==> config.mk <==
export PLATFORM = sky130hd
export DESIGN_NAME = seven_segment_text_display
export DESIGN_NICKNAME = d
export VERILOG_FILES = /design/src/rtl/core/sstd_pkg.sv /design/src/rtl/core/sstd_cell.sv /design/src/rtl/core/sstd_drive.sv /design/src/rtl/core/seven_segment_text_display.sv
export SDC_FILE = /design/constraint.sdc
export NUM_CORES = 1
export LEC_CHECK = 0
export BUFFER_PORTS_ARGS = -buffer_cell sky130_fd_sc_hd__clkbuf_2
export CAP_MARGIN = 5
export CELL_PAD_IN_SITES_DETAIL_PLACEMENT = 0
export CELL_PAD_IN_SITES_GLOBAL_PLACEMENT = 1
export CORE_MARGIN = 2
export CORE_UTILIZATION = 30
export DETAILED_ROUTE_END_ITERATION = 8
export PLACE_DENSITY = 0.59
export REMOVE_ABC_BUFFERS = 1
export SYNTH_ARGS = -nofsm -noshare
export SYNTH_HDL_FRONTEND = slang
export SYNTH_SLANG_ARGS = --single-unit
==> constraint.sdc <==
create_clock -name aclk -period 6.55 [get_ports aclk]
set_input_delay 0.3275 -clock aclk [delete_from_list [all_inputs] [get_ports aclk]]
set_output_delay 0.3275 -clock aclk [all_outputs]
set_load 0.02 [all_outputs]
==> src/rtl/core/sstd_pkg.sv <==
// shared types, codes and the segment font for the seven-segment text display
package sstd_pkg;

    localparam int DIGITS_DEF = 4;
    localparam int DIGITS_MAX = 8;
    localparam int ENABLE_W   = 4;
    localparam int SEG_W      = 8;
    localparam int MODE_W     = 2;
    localparam int BYTE_W     = 8;

    localparam logic [MODE_W-1:0] MODE_TICK  = 2'd0;
    localparam logic [MODE_W-1:0] MODE_TEXT  = 2'd1;
    localparam logic [MODE_W-1:0] MODE_CLEAR = 2'd2;

    localparam logic [BYTE_W-1:0] CHAR_DOT  = 8'h2E;
    localparam logic [BYTE_W-1:0] CHAR_ZERO = 8'h30;
    localparam logic [BYTE_W-1:0] CHAR_NINE = 8'h39;

    typedef struct packed {
        logic       valid;
        logic       dot;
        logic [3:0] value;
    } slot_t;

    typedef struct packed {
        logic clear;
        logic shift;
    } cell_ctrl_t;

    // segments a..g in bits 0..6, 1 lit
    function automatic logic [SEG_W-1:0] seg_font(input logic [3:0] value);
        logic [SEG_W-1:0] seg;
        case (value)
            4'd0:    seg = 8'h3F;
            4'd1:    seg = 8'h06;
            4'd2:    seg = 8'h5B;
            4'd3:    seg = 8'h4F;
            4'd4:    seg = 8'h66;
            4'd5:    seg = 8'h6D;
            4'd6:    seg = 8'h7D;
            4'd7:    seg = 8'h07;
            4'd8:    seg = 8'h7F;
            4'd9:    seg = 8'h6F;
            default: seg = 8'h00;
        endcase
        return seg;
    endfunction

endpackage

==> src/rtl/core/sstd_cell.sv <==
// one character slot of the display shift chain
module sstd_cell (
    input  logic                aclk,
    input  logic                aresetn,
    input  sstd_pkg::cell_ctrl_t ctrl,
    input  logic                set_dot,
    input  sstd_pkg::slot_t     shift_in,
    output sstd_pkg::slot_t     slot_q,
    output sstd_pkg::slot_t     slot_d
);

    sstd_pkg::slot_t slot_reg;
    sstd_pkg::slot_t slot_next;

    always_comb begin
        slot_next = slot_reg;
        if (ctrl.clear) begin
            slot_next = '0;
        end else if (ctrl.shift) begin
            slot_next = shift_in;
        end else if (set_dot) begin
            slot_next.dot = 1'b1;
        end
    end

    always_ff @(posedge aclk) begin
        if (!aresetn) begin
            slot_reg <= '0;
        end else begin
            slot_reg <= slot_next;
        end
    end

    assign slot_q = slot_reg;
    assign slot_d = slot_next;

endmodule

==> src/rtl/core/sstd_drive.sv <==
// scanned slot select and segment / enable decode
module sstd_drive #(
    parameter int DIGITS = sstd_pkg::DIGITS_DEF,
    parameter int POS_W  = (DIGITS > 1) ? $clog2(DIGITS) : 1
) (
    input  sstd_pkg::slot_t                  slots [DIGITS],
    input  logic [POS_W-1:0]                 pos,
    output logic [sstd_pkg::ENABLE_W-1:0]    digit_enable_n,
    output logic [sstd_pkg::SEG_W-1:0]       segments
);

    sstd_pkg::slot_t sel;

    always_comb begin
        sel = '0;
        for (int i = 0; i < DIGITS; i++) begin
            if (pos == POS_W'(i)) begin
                sel = slots[i];
            end
        end
    end

    always_comb begin
        segments = '0;
        if (sel.valid) begin
            segments = sstd_pkg::seg_font(sel.value);
        end
        segments[sstd_pkg::SEG_W-1] = sel.dot;
    end

    always_comb begin
        digit_enable_n = '1;
        if (int'(pos) < sstd_pkg::ENABLE_W) begin
            digit_enable_n = ~(sstd_pkg::ENABLE_W'(1) << pos);
        end
    end

endmodule

==> src/rtl/core/seven_segment_text_display.sv <==
// top level of the multiplexed seven-segment text display driver
//
//  channel | dir | tdata                                   | tuser
//  --------+-----+-----------------------------------------+-------------------
//  s_      | in  | [7:0] byte_value                        | [1:0] mode
//  m_      | out | [3:0] digit_enable_n, [11:4] segments   | -
//
// one transfer per cycle on both sides unless stalled: every input transfer
// gives one result, computed in the same cycle, held in one output register
// aresetn (synchronous, low) empties the slot chain and sets the scan position
// to the last position
// a stalled result holds the output register; s_tready stays high as long as
// the output register is empty or is being taken in the same cycle
module seven_segment_text_display #(
    parameter int DIGITS = sstd_pkg::DIGITS_DEF,
    parameter int POS_W  = (DIGITS > 1) ? $clog2(DIGITS) : 1
) (
    input  logic        aclk,
    input  logic        aresetn,
    // input stream
    input  logic        s_tvalid,
    output logic        s_tready,
    input  logic [7:0]  s_tdata,    // [7:0] byte_value
    input  logic [1:0]  s_tuser,    // [1:0] mode
    // result stream
    output logic        m_tvalid,
    input  logic        m_tready,
    output logic [15:0] m_tdata     // [3:0] digit_enable_n, [11:4] segments, [15:12] zero
);

    localparam logic [POS_W-1:0] LAST_POS = POS_W'(DIGITS - 1);

    logic fire;
    logic is_digit;
    logic dot_cmd;

    sstd_pkg::cell_ctrl_t ctrl;
    sstd_pkg::slot_t      new_slot;
    sstd_pkg::slot_t      slot_q [DIGITS];
    sstd_pkg::slot_t      slot_d [DIGITS];

    logic [POS_W-1:0] pos_reg;
    logic [POS_W-1:0] pos_next;

    logic [sstd_pkg::ENABLE_W-1:0] enable_n;
    logic [sstd_pkg::SEG_W-1:0]    seg;

    logic        m_valid_reg;
    logic        m_valid_next;
    logic [15:0] m_data_reg;

    // the output register frees up when its result is taken
    assign s_tready = !m_valid_reg || m_tready;
    assign fire     = s_tvalid && s_tready;

    // text byte decode
    assign is_digit = (s_tdata >= sstd_pkg::CHAR_ZERO) && (s_tdata <= sstd_pkg::CHAR_NINE);
    assign dot_cmd  = fire && (s_tuser == sstd_pkg::MODE_TEXT)
                      && (s_tdata == sstd_pkg::CHAR_DOT);

    assign ctrl.clear = fire && (s_tuser == sstd_pkg::MODE_CLEAR);
    assign ctrl.shift = fire && (s_tuser == sstd_pkg::MODE_TEXT) && is_digit;

    // a new digit enters on the right, dot off
    always_comb begin
        new_slot       = '0;
        new_slot.valid = 1'b1;
        new_slot.value = 4'(s_tdata - sstd_pkg::CHAR_ZERO);
    end

    // slot chain: cell i takes from cell i+1, the last cell from the byte stream
    for (genvar i = 0; i < DIGITS; i++) begin : g_cell
        sstd_pkg::slot_t shift_in;
        logic            set_dot;

        if (i == DIGITS - 1) begin : g_last
            assign shift_in = new_slot;
            assign set_dot  = dot_cmd;
        end else begin : g_inner
            assign shift_in = slot_q[i+1];
            assign set_dot  = 1'b0;
        end

        sstd_cell u_cell (
            .aclk     (aclk),
            .aresetn  (aresetn),
            .ctrl     (ctrl),
            .set_dot  (set_dot),
            .shift_in (shift_in),
            .slot_q   (slot_q[i]),
            .slot_d   (slot_d[i])
        );
    end

    // scan position, wraps after the last position
    always_comb begin
        pos_next = pos_reg;
        if (fire && (s_tuser == sstd_pkg::MODE_TICK)) begin
            pos_next = (pos_reg == LAST_POS) ? '0 : pos_reg + POS_W'(1);
        end
    end

    always_ff @(posedge aclk) begin
        if (!aresetn) begin
            pos_reg <= LAST_POS;
        end else begin
            pos_reg <= pos_next;
        end
    end

    // result reflects the state after this item
    sstd_drive #(
        .DIGITS (DIGITS),
        .POS_W  (POS_W)
    ) u_drive (
        .slots          (slot_d),
        .pos            (pos_next),
        .digit_enable_n (enable_n),
        .segments       (seg)
    );

    // output register
    always_comb begin
        m_valid_next = m_valid_reg;
        if (fire) begin
            m_valid_next = 1'b1;
        end else if (m_tready) begin
            m_valid_next = 1'b0;
        end
    end

    always_ff @(posedge aclk) begin
        if (!aresetn) begin
            m_valid_reg <= 1'b0;
        end else begin
            m_valid_reg <= m_valid_next;
        end
    end

    always_ff @(posedge aclk) begin
        if (fire) begin
            m_data_reg <= {4'b0, seg, enable_n};
        end
    end

    assign m_tvalid = m_valid_reg;
    assign m_tdata  = m_data_reg;

endmodule

## After elaboration in Yosys (flattened, before gate mapping)

Memories as Yosys holds them, arrays and structs flattened. A register that Yosys moved wholly into a read port is not among the register bits.
Index checks and enable logic that the tools add are counted.

| word-level totals | value |
|---|---|
| output and inout port bits | 18 |
| memories kept | 1 |
| bits in read-only memories | 112 |
| RAM bits | 0 |
| bits in registers | 32 |
| latch bits | 0 |

| operators by class | value |
|---|---|
| div/mod/pow operators | 0 |
| reduce and logical (&&, ||, !) cells | 13 |
| $mul | 0 |
| equality and inequality tests | 7 |
| bitwise operators | 1 |
| $lt $le $gt $ge | 2 |
| mux-type cells | 25 |
| shift operators | 1 |
| add/sub/neg operators | 2 |

Memory list:

| memory | depth | bits a word | read ports | clocked after Yosys merged registers in | wr ports | line | RTL |
|---|---|---|---|---|---|---|---|
| (name not given) | 16 | 7 | 1 | 1 | 0 | sstd_pkg.sv:33 | `case (value)` |

Operator list:

| cell | count |
|---|---|
| $mux W6 | 8 |
| $mux W4 | 4 |
| $mux W1 | 11 |
| $eq A2 B2 Y1 const B | 4 |
| $eq A8 B6 Y1 const B | 1 |
| $ge A8 B6 Y1 const B | 1 |
| $le A8 B6 Y1 const B | 1 |
| $logic_and A1 B1 Y1 | 7 |
| $eq A2 B1 Y1 const B | 2 |
| $logic_not A2 Y1 | 2 |
| $mux W2 | 2 |
| $not A4 Y4 | 1 |
| $shl A1 B2 Y4 const A | 1 |
| $sub A4 B1 Y4 const B | 1 |
| $add A2 B1 Y2 const B | 1 |
| $logic_not A1 Y1 | 2 |
| $reduce_bool A2 Y1 | 1 |
| $logic_or A1 B1 Y1 | 1 |

## Longest topological paths before layout

Gate-level depths: netlist (run 1).

| depth | value |
|---|---|
| depth in word-level cells | 12 |
| mapped depth | 12 |
| depth with buffers taken out | 11 |

## Modules after synthesis

From an unflattened synthesis (run 1), not the netlist that was laid out.

| second synthesis, totals | value |
|---|---|
| cells, all modules | 198 |
| area total of the unflattened synthesis | 2134.5 um^2 |

Modules (own cells, without submodules):

| module | seq. area each (um^2) | instances | area an instance (um^2) | cells each |
|---|---|---|---|---|
| sstd_cell | 120.1 | 4 | 271.5 | 27 |
| seven_segment_text_display | 420.4 | 1 | 631.9 | 44 |
| sstd_drive | 0.0 | 1 | 416.6 | 46 |

## Least setup slack after synthesis (run 1)

No wires, ideal clock.

| timing | value |
|---|---|
| kind | register to register |
| start point | register m_valid_reg, in the netlist m_tvalid |
| end point | register m_data_reg[10], in the netlist m_tdata[10], data pin |
| required time | 6.376 ns |
| setup time | 0.174 ns |
| path slack | 3.101 ns |
| stages on the path, launching flop included | 13 |
| arrival | 3.274 ns |
| cell sequence | dfxtp_1 > nor2b_1 > inv_2 > and4_1 > clkbuf_1 > buf_2 > a222oi_1 > o31ai_1 > o32ai_1 > inv_1 > ha_1 > or3_1 > a311oi_1 |

| between the ends | value |
|---|---|
| longest elaborated chain between the ends | 12 |
| elaborated cells between the ends (all ways) | 29 |
| those cells by class | eq/ne: 3; mux: 17; reduce/logical: 9 |

RTL lines:

| element | line | RTL |
|---|---|---|
| start, declared | seven_segment_text_display.sv:48 | `logic m_valid_reg;` |
| start signal, assigned | seven_segment_text_display.sv:136 | `m_valid_reg <= m_valid_next;` |
| $logic_not A1 Y1 * | seven_segment_text_display.sv:53 | `assign s_tready = !m_valid_reg \|\| m_tready;` |
| $logic_or A1 B1 Y1 * | seven_segment_text_display.sv:53 |  |
| named net s_tready | seven_segment_text_display.sv:22 | `output logic s_tready,` |
| $logic_and A1 B1 Y1 * | seven_segment_text_display.sv:54 | `assign fire = s_tvalid && s_tready;` |
| $logic_and A1 B1 Y1 (2 in a row) | seven_segment_text_display.sv:62 | `assign ctrl.shift = fire && (s_tuser == sstd_pkg::MODE_TEXT) && is_digit;` |
| $mux W1 | sstd_cell.sv:19 | `end else if (ctrl.shift) begin` |
| $mux W6 | sstd_cell.sv:17 | `if (ctrl.clear) begin` |
| $mux W6 (4 in a row) | sstd_drive.sv:17 | `if (pos == POS_W'(i)) begin` |
| $logic_not A1 Y1 (no line) | n/a |  |
| end, declared | seven_segment_text_display.sv:50 | `logic [15:0] m_data_reg;` |

The timed path passes the listed nets; every way through them passes the cells marked *.
A chain may end at the register's enable or synchronous reset.

## Worst setup path in the final report (run 1)

| timing | value |
|---|---|
| start point | register m_valid_reg, in the netlist m_tvalid |
| end point | register m_data_reg[10], in the netlist m_tdata[10], data pin |

| between the ends | value |
|---|---|
| longest elaborated chain between the ends | 12 |
| elaborated cells between the ends (all ways) | 29 |
| those cells by class | eq/ne: 3; mux: 17; reduce/logical: 9 |

RTL lines:

| element | line |
|---|---|
| $logic_not A1 Y1 * | seven_segment_text_display.sv:53 |
| $logic_or A1 B1 Y1 * | seven_segment_text_display.sv:53 |
| $logic_and A1 B1 Y1 * | seven_segment_text_display.sv:54 |
| $logic_and A1 B1 Y1 (2 in a row) | seven_segment_text_display.sv:62 |
| $mux W1 | sstd_cell.sv:19 |
| $mux W6 | sstd_cell.sv:17 |
| $mux W6 (4 in a row) | sstd_drive.sv:17 |
| $logic_not A1 Y1 (no line) | n/a |

Every way passes the cells marked *; elsewhere a longest branch is shown, timed or not.

==> impl_metrics.env, run 1 <==
export IMPL_slowest_stage="nor2b_1"
export IMPL_crit_type="reg2reg"
export IMPL_hold_viol=0
export IMPL_slew_viol_final=0
export IMPL_reg2reg_to="m_tdata[10]$_SDFFCE_PN0P_"
export IMPL_antenna_found_initial=0
export IMPL_fin_worst_skew_ps=11.7
export IMPL_arrival_ps=3940
export IMPL_postCtsSetupRepairBufs=0
export IMPL_root_buffer="clkbuf_8"
export IMPL_dieArea_um2=8260
export IMPL_setup_viol=0
export IMPL_mostFrequentLayoutCell="nand2_1"
export IMPL_worstHoldEndpoint="pos_reg[1]$_SDFF_PN1_"
export IMPL_p_int_mw=0.435
export IMPL_dpl_hpwl_mm=4.44
export IMPL_relSlewSlack_pct=44.3
export IMPL_max_freq_mhz=263
export IMPL_p_leak_nw=0.920
export IMPL_largest_reg_flops=24
export IMPL_fp_dieW_um=90.9
export IMPL_setup_worst_path_end_class="flop"
export IMPL_cts_clk_slew_worst_paths_ps=90
export IMPL_drc=0
export IMPL_rsz0062_at_grt="false"
export IMPL_crit_chain="nor2b_1 -> inv_2 -> and4_1 -> a222oi_1 -> o31ai_1 -> o32ai_1 -> buf_4 -> inv_1 -> ha_1 -> or3_1 -> a311oi_1"
export IMPL_drive_gt1_share_pct=16.5
export IMPL_die_y_um=90.9
export IMPL_antenna_cells=0
export IMPL_grt_pass1_wl_mm=9.96
export IMPL_syn_area_um2=2270
export IMPL_instances_no_fill=383
export IMPL_drv_cap=0
export IMPL_final_cell_mix="nand2_1 (39), a21oi_1 (32), dfxtp_1 (27), clkbuf_2 (27)"
export IMPL_grtUsageMet3_pct=3.26
export IMPL_power_density_nw_per_um2=225
export IMPL_yosys_warnings=0
export IMPL_grt_use_met1_pct=21.0
export IMPL_avgRoutedWirePerCell_um=16.0
export IMPL_synth_edf_count=12
export IMPL_grt_total_usage_pct=15.2
export IMPL_cp_slowest_stage_delay_ps=660
export IMPL_ir_drop_mv=0.119
export IMPL_grt_pass1_vias=1891
export IMPL_overflow=0
export IMPL_finalCriticalPeriod_ps=3810
export IMPL_power_share_clock_pct=42.0
export IMPL_syn_avg_cell_area_um2=8.72
export IMPL_vias=2064
export IMPL_p_sw_share_pct=25.8
export IMPL_cts_buffer_depth=2
export IMPL_dr_pass1_iters=4
export IMPL_pin_count=32
export IMPL_clock_latency_ps=300
export IMPL_h_tree_depth=2
export IMPL_r2r_slack_ps=2740
export IMPL_startpoint_type="flop"
export IMPL_power_frac_seq_pct=44.2
export IMPL_clock_sinks=39
export IMPL_hold_slack_ps=282
export IMPL_p_total_mw=0.587
export IMPL_cts_tree="done"
export IMPL_worstPathMaxFanout=13
export IMPL_hold_class="in2reg"
export IMPL_synth_top_flop_cell="dfxtp_1"
export IMPL_rows=31
export IMPL_wl_mm=6.11
export IMPL_area_growth_pct=15.0
export IMPL_p_comb_share_pct=13.8
export IMPL_dp_cells=375
export IMPL_grt_max_degree=24
export IMPL_io_buffers=27
export IMPL_layout_worst_path_cycle_share_pct=58.2
export IMPL_synthArstFlopShare_pct=0
export IMPL_initial_core_util_pct=31.1
export IMPL_routabilityCongestion=0.808
export IMPL_finalSetupTns_ps=0
export IMPL_reg2reg_depth=11
export IMPL_cts_resized=0
export IMPL_synth_cell_types=57
export IMPL_status="finished, final reports clean"
export IMPL_via_per_inst=5.39
export IMPL_crit_required_ps=6680
export IMPL_layout_nets=304
export IMPL_use_met2_pct=23.8
export IMPL_worst_pin_slew_ps=834
export IMPL_hold_path_startpoint="aresetn"
export IMPL_drtIter0Drc=102
export IMPL_r2r_start="m_tvalid$_SDFFE_PN0P_"
export IMPL_ant_nets=0
export IMPL_core_area_um2=7290
export IMPL_cts_inserted_buffers=5
export IMPL_synth_seq_cells=39
export IMPL_hold_depth=2
export IMPL_yosysSeqAreaShare_pct=39.8
export IMPL_syn_inst=260
export IMPL_ctsHoldBuffers=0
export IMPL_p_sw_mw=0.152
export IMPL_grt_busiest_layer="met2"
[how the worst max path moves through the flow]
stage | start | endpoint | slack, ps | cells after the start
5_1_grt | m_tvalid$_SDFFE_PN0P_ | m_tdata[10]$_SDFFCE_PN0P_ | 2420 | 11
3_3_place_gp | m_tready | m_tdata[10]$_SDFFCE_PN0P_ | 2700 | 12
4_1_cts | m_tvalid$_SDFFE_PN0P_ | m_tdata[10]$_SDFFCE_PN0P_ | 2760 | 11
6_report | m_tvalid$_SDFFE_PN0P_ | m_tdata[10]$_SDFFCE_PN0P_ | 2740 | 11
2_1_floorplan | m_tvalid$_SDFFE_PN0P_ | m_tdata[10]$_SDFFCE_PN0P_ | 2770 | 10
3_5_place_dp | m_tready | m_tdata[10]$_SDFFCE_PN0P_ | 2700 | 12
[metrics by stage]
| step | util, % | worst slack (ps) | cell area [µm²] |
|---|---|---|---|
| 6_report | 35.7 | 2740 | 2610 |
| 4_1_cts | 35.7 | 2760 | 2610 |
| 2_1_floorplan | - | 2770 | 2190 |
| 3_3_place_gp | 33.9 | 2700 | 2470 |
| 3_5_place_dp | 33.9 | 2700 | 2470 |
| 5_1_grt | 35.7 | 2420 | 2610 |
[power by group through the flow]
stage / logic, mW / registers [mW] / clock network [mW]
2_1_floorplan: 0.0453 / 0.272 / 0
3_3_place_gp: 0.0819 / 0.265 / 0
3_5_place_dp: 0.0807 / 0.265 / 0
4_1_cts: 0.0811 / 0.259 / 0.251
5_1_grt: 0.0891 / 0.260 / 0.257
6_report: 0.0811 / 0.259 / 0.246
[Yosys cell counts (3+ instances only)]
library cell / n / area [µm²]
a31oi_1: 4 / 25.0
nor2_1: 10 / 37.5
nor2b_1: 3 / 18.8
a41oi_1: 3 / 26.3
buf_4: 4 / 30.0
inv_1: 7 / 26.3
o31ai_1: 4 / 30.0
edfxtp_1: 12 / 360
nand2_1: 39 / 146
nor3_1: 4 / 20.0
o21ai_0: 9 / 45.0
o211ai_1: 4 / 30.0
nand4_1: 4 / 25.0
clkbuf_1: 10 / 37.5
ha_1: 7 / 87.6
nor4_1: 4 / 25.0
dfxtp_1: 27 / 541
a21oi_1: 32 / 160
nand3_1: 12 / 60.1
o21a_1: 4 / 30.0
or3_1: 5 / 31.3
nand2b_1: 4 / 25.0
and2_1: 5 / 31.3
[layout make-up]
type                    instances  area (µm²)
clock inverters                 3        67.6
inverters                       8        30.0
flip-flops and latches         39         901
clock buffers                   5        68.8
multi-input cells             199        1260
repair buffers                 30         158
fillers                       789        4690
well taps                      99         124
[worst max-delay path, delay by kind of cell, from the launching register on]
family | cells | cell delay (ps)
DFF | 1 | 330
and+or+nand+nor | 3 | 1460
AOI/OAI and AO/OA | 4 | 1150
adders and majority gates | 1 | 190
buffers and inverters | 3 | 490
[kinds of logic (layout without fill, tap and decap cells)]
| kind of cell | after synthesis | in the layout | share of synthesized area, % |
|---|---|---|---|
| and+or+nand+nor | 101 | 101 | 23.2 |
| AOI/OAI and AO/OA | 86 | 86 | 26.7 |
| DFF | 39 | 39 | 39.8 |
| buffers and inverters | 25 | 46 | 5.25 |
| adders and majority gates | 7 | 7 | 3.87 |
| other | 1 | 4 | 0.165 |
| muxes | 1 | 1 | 0.994 |
[per-layer routing]
layer | part of all wire (%) | up-vias
met3 | 5.9 | 8
met5 | 0 | -
met4 | 1.5 | 0
li1 | - | 1018
met2 | 44 | 63
met1 | 48 | 975
Power figures use the tool's default switching activity.
==> run 2, diff against run 1 <==
==> constraint.sdc (replaced) <==
create_clock -name aclk -period 3.8 [get_ports aclk]
set_input_delay 0.19 -clock aclk [delete_from_list [all_inputs] [get_ports aclk]]
set_output_delay 0.19 -clock aclk [all_outputs]
set_load 0.02 [all_outputs]
==> run 2 against run 1 <==
- final area grew 1.4%
- die area is the same
- final cell count grew 1.0%
- critical path depth shrank 2
- combinational power grew 74%
- sequential share of layout area shrank 0.47 points
- utilization grew 0.50 points
- non-clock buffer count grew 4
- sequential cell count is the same
- clock skew is essentially flat
- hold slack lost 130 ps
- sequential power grew 73%
==> impl_metrics.env, run 2 (same netlist as run 1, synthesis figures left out) <==
export IMPL_dr_pass1_iters=4
export IMPL_cts_buffer_depth=2
export IMPL_avgRoutedWirePerCell_um=16.6
export IMPL_ctsHoldBuffers=0
export IMPL_startpoint_type="flop"
export IMPL_slew_viol_final=0
export IMPL_vias=2064
export IMPL_setup_viol=0
export IMPL_largest_reg_flops=24
export IMPL_hold_depth=2
export IMPL_drtIter0Drc=152
export IMPL_grt_total_usage_pct=16.0
export IMPL_via_per_inst=5.33
export IMPL_drv_cap=0
export IMPL_reg2reg_to="m_tdata[10]$_SDFFCE_PN0P_"
export IMPL_layout_worst_path_cycle_share_pct=91.9
export IMPL_clock_latency_ps=300
export IMPL_r2r_slack_ps=310
export IMPL_area_growth_pct=16.6
export IMPL_hold_slack_ps=150
export IMPL_pre_cts_slack_ps=302
export IMPL_worstPathMaxFanout=11
export IMPL_dr_wl_met2_mm=2.89
export IMPL_power_density_nw_per_um2=384
export IMPL_initial_core_util_pct=31.1
export IMPL_worst_pin_slew_ps=787
export IMPL_core_area_um2=7290
export IMPL_register_area_um2=901
export IMPL_final_cell_mix="nand2_1 (39), a21oi_1 (32), dfxtp_1 (27), clkbuf_2 (27)"
export IMPL_io_buffers=27
export IMPL_clock_sinks=39
export IMPL_wl_mm=6.42
export IMPL_antenna_found_initial=0
export IMPL_r2r_start="m_tvalid$_SDFFE_PN0P_"
export IMPL_hold_class="in2reg"
export IMPL_die_y_um=90.9
export IMPL_relSlewSlack_pct=47.4
export IMPL_h_tree_depth=2
export IMPL_setup_worst_path_end_class="flop"
export IMPL_multi_input_comb_area_um2=1260
export IMPL_hold_path_startpoint="aresetn"
export IMPL_mostFrequentLayoutCell="nand2_1"
export IMPL_dieArea_um2=8260
export IMPL_layout_nets=308
export IMPL_finalSetupTns_ps=0
export IMPL_timing_final_ws_setup_ps=306
export IMPL_routabilityCongestion=0.905
export IMPL_wl_met3_um=268
export IMPL_crit_required_ps=3930
export IMPL_grt_pass1_vias=1947
export IMPL_cts_inserted_buffers=5
export IMPL_status="finished, final reports clean"
export IMPL_worstHoldEndpoint="pos_reg[0]$_SDFF_PN1_"
export IMPL_drc=0
export IMPL_drive_gt1_share_pct=17.7
export IMPL_fillers=786
export IMPL_routed_top_layer="met4"
export IMPL_crit_type="reg2reg"
export IMPL_max_freq_mhz=286
export IMPL_cts_clk_slew_worst_paths_ps=90
export IMPL_grt_max_degree=23
export IMPL_finalCriticalPeriod_ps=3490
export IMPL_hold_viol=0
export IMPL_ir_drop_mv=0.122
export IMPL_cts_tree="done"
export IMPL_grt_pass1_wl_mm=10.5
export IMPL_overflow=0
export IMPL_root_buffer="clkbuf_8"
export IMPL_met1_length_mm=3.17
export IMPL_p_total_mw=1.01
export IMPL_reg2reg_depth=9
export IMPL_rows=31
export IMPL_ant_nets=0
export IMPL_dpl_hpwl_mm=4.76
export IMPL_pin_count=32
export IMPL_fin_worst_skew_ps=11.6
export IMPL_rsz0062_at_grt="false"
export IMPL_arrival_ps=3620
export IMPL_p_leak_nw=0.939
export IMPL_fp_dieW_um=90.9
export IMPL_antenna_cells=0
## run 2: per-layer routing
metal	GRT usage, %	vias up
met5	0	-
met4	4.80	0
met3	3.59	8
met2	25.2	54
met1	21.9	977
li1	-	1025
## run 2: area by class of cell
type	instances	area share, %
repair buffers	34	7.10
flip-flops and latches	39	34.1
multi-input cells	199	47.8
clock buffers	5	2.60
inverters	8	1.14
well taps	99	4.69
clock inverters	3	2.56
## run 2: how the worst max path moves through the flow
stage / cells after the start / start / to
3_3_place_gp: 9 / m_tvalid$_SDFFE_PN0P_ / m_tdata[10]$_SDFFCE_PN0P_
4_1_cts: 11 / pos_reg[0]$_SDFF_PN1_ / m_tdata[4]$_SDFFCE_PN0P_
2_1_floorplan: 10 / m_tvalid$_SDFFE_PN0P_ / m_tdata[10]$_SDFFCE_PN0P_
3_5_place_dp: 11 / pos_reg[0]$_SDFF_PN1_ / m_tdata[4]$_SDFFCE_PN0P_
5_1_grt: 11 / pos_reg[0]$_SDFF_PN1_ / m_tdata[4]$_SDFFCE_PN0P_
6_report: 9 / m_tvalid$_SDFFE_PN0P_ / m_tdata[10]$_SDFFCE_PN0P_
## run 2: through the flow
| stage | instances | instance area, µm² | utilization [%] |
|---|---|---|---|
| after detailed placement | 379 | 2500 | 34.3 |
| after global placement | 379 | 2500 | 34.3 |
| final | 387 | 2640 | 36.2 |
| after floorplan | 246 | 2190 | - |
| after global routing | 387 | 2640 | 36.2 |
| after CTS | 387 | 2640 | 36.2 |
## run 2: report_power, final
part	switching, mW	internal, mW	leakage [nW]	total (mW)
Sequential	0.00503	0.442	0.332	0.447
Clock	0.165	0.262	0.0644	0.427
Combinational	0.0945	0.0468	0.543	0.141
## run 2: worst max-delay path, cell delays in order (launching register included)
cell and delay [ps]:
dfxtp_1 320, nor2b_1 140, buf_4 180, o31ai_1 330, a21boi_0 500, mux4_2 560
a311o_1 410, ha_1 230, or3_1 390, a311oi_1 260
## run 2: what timing repair did
| action | 4_1_cts | 5_1_grt |
|---|---|---|
| endpoints found under the setup margin | 0 | 1 |
| gates resized for setup | 0 | 1 |
| buffers inserted | 0 | 0 |
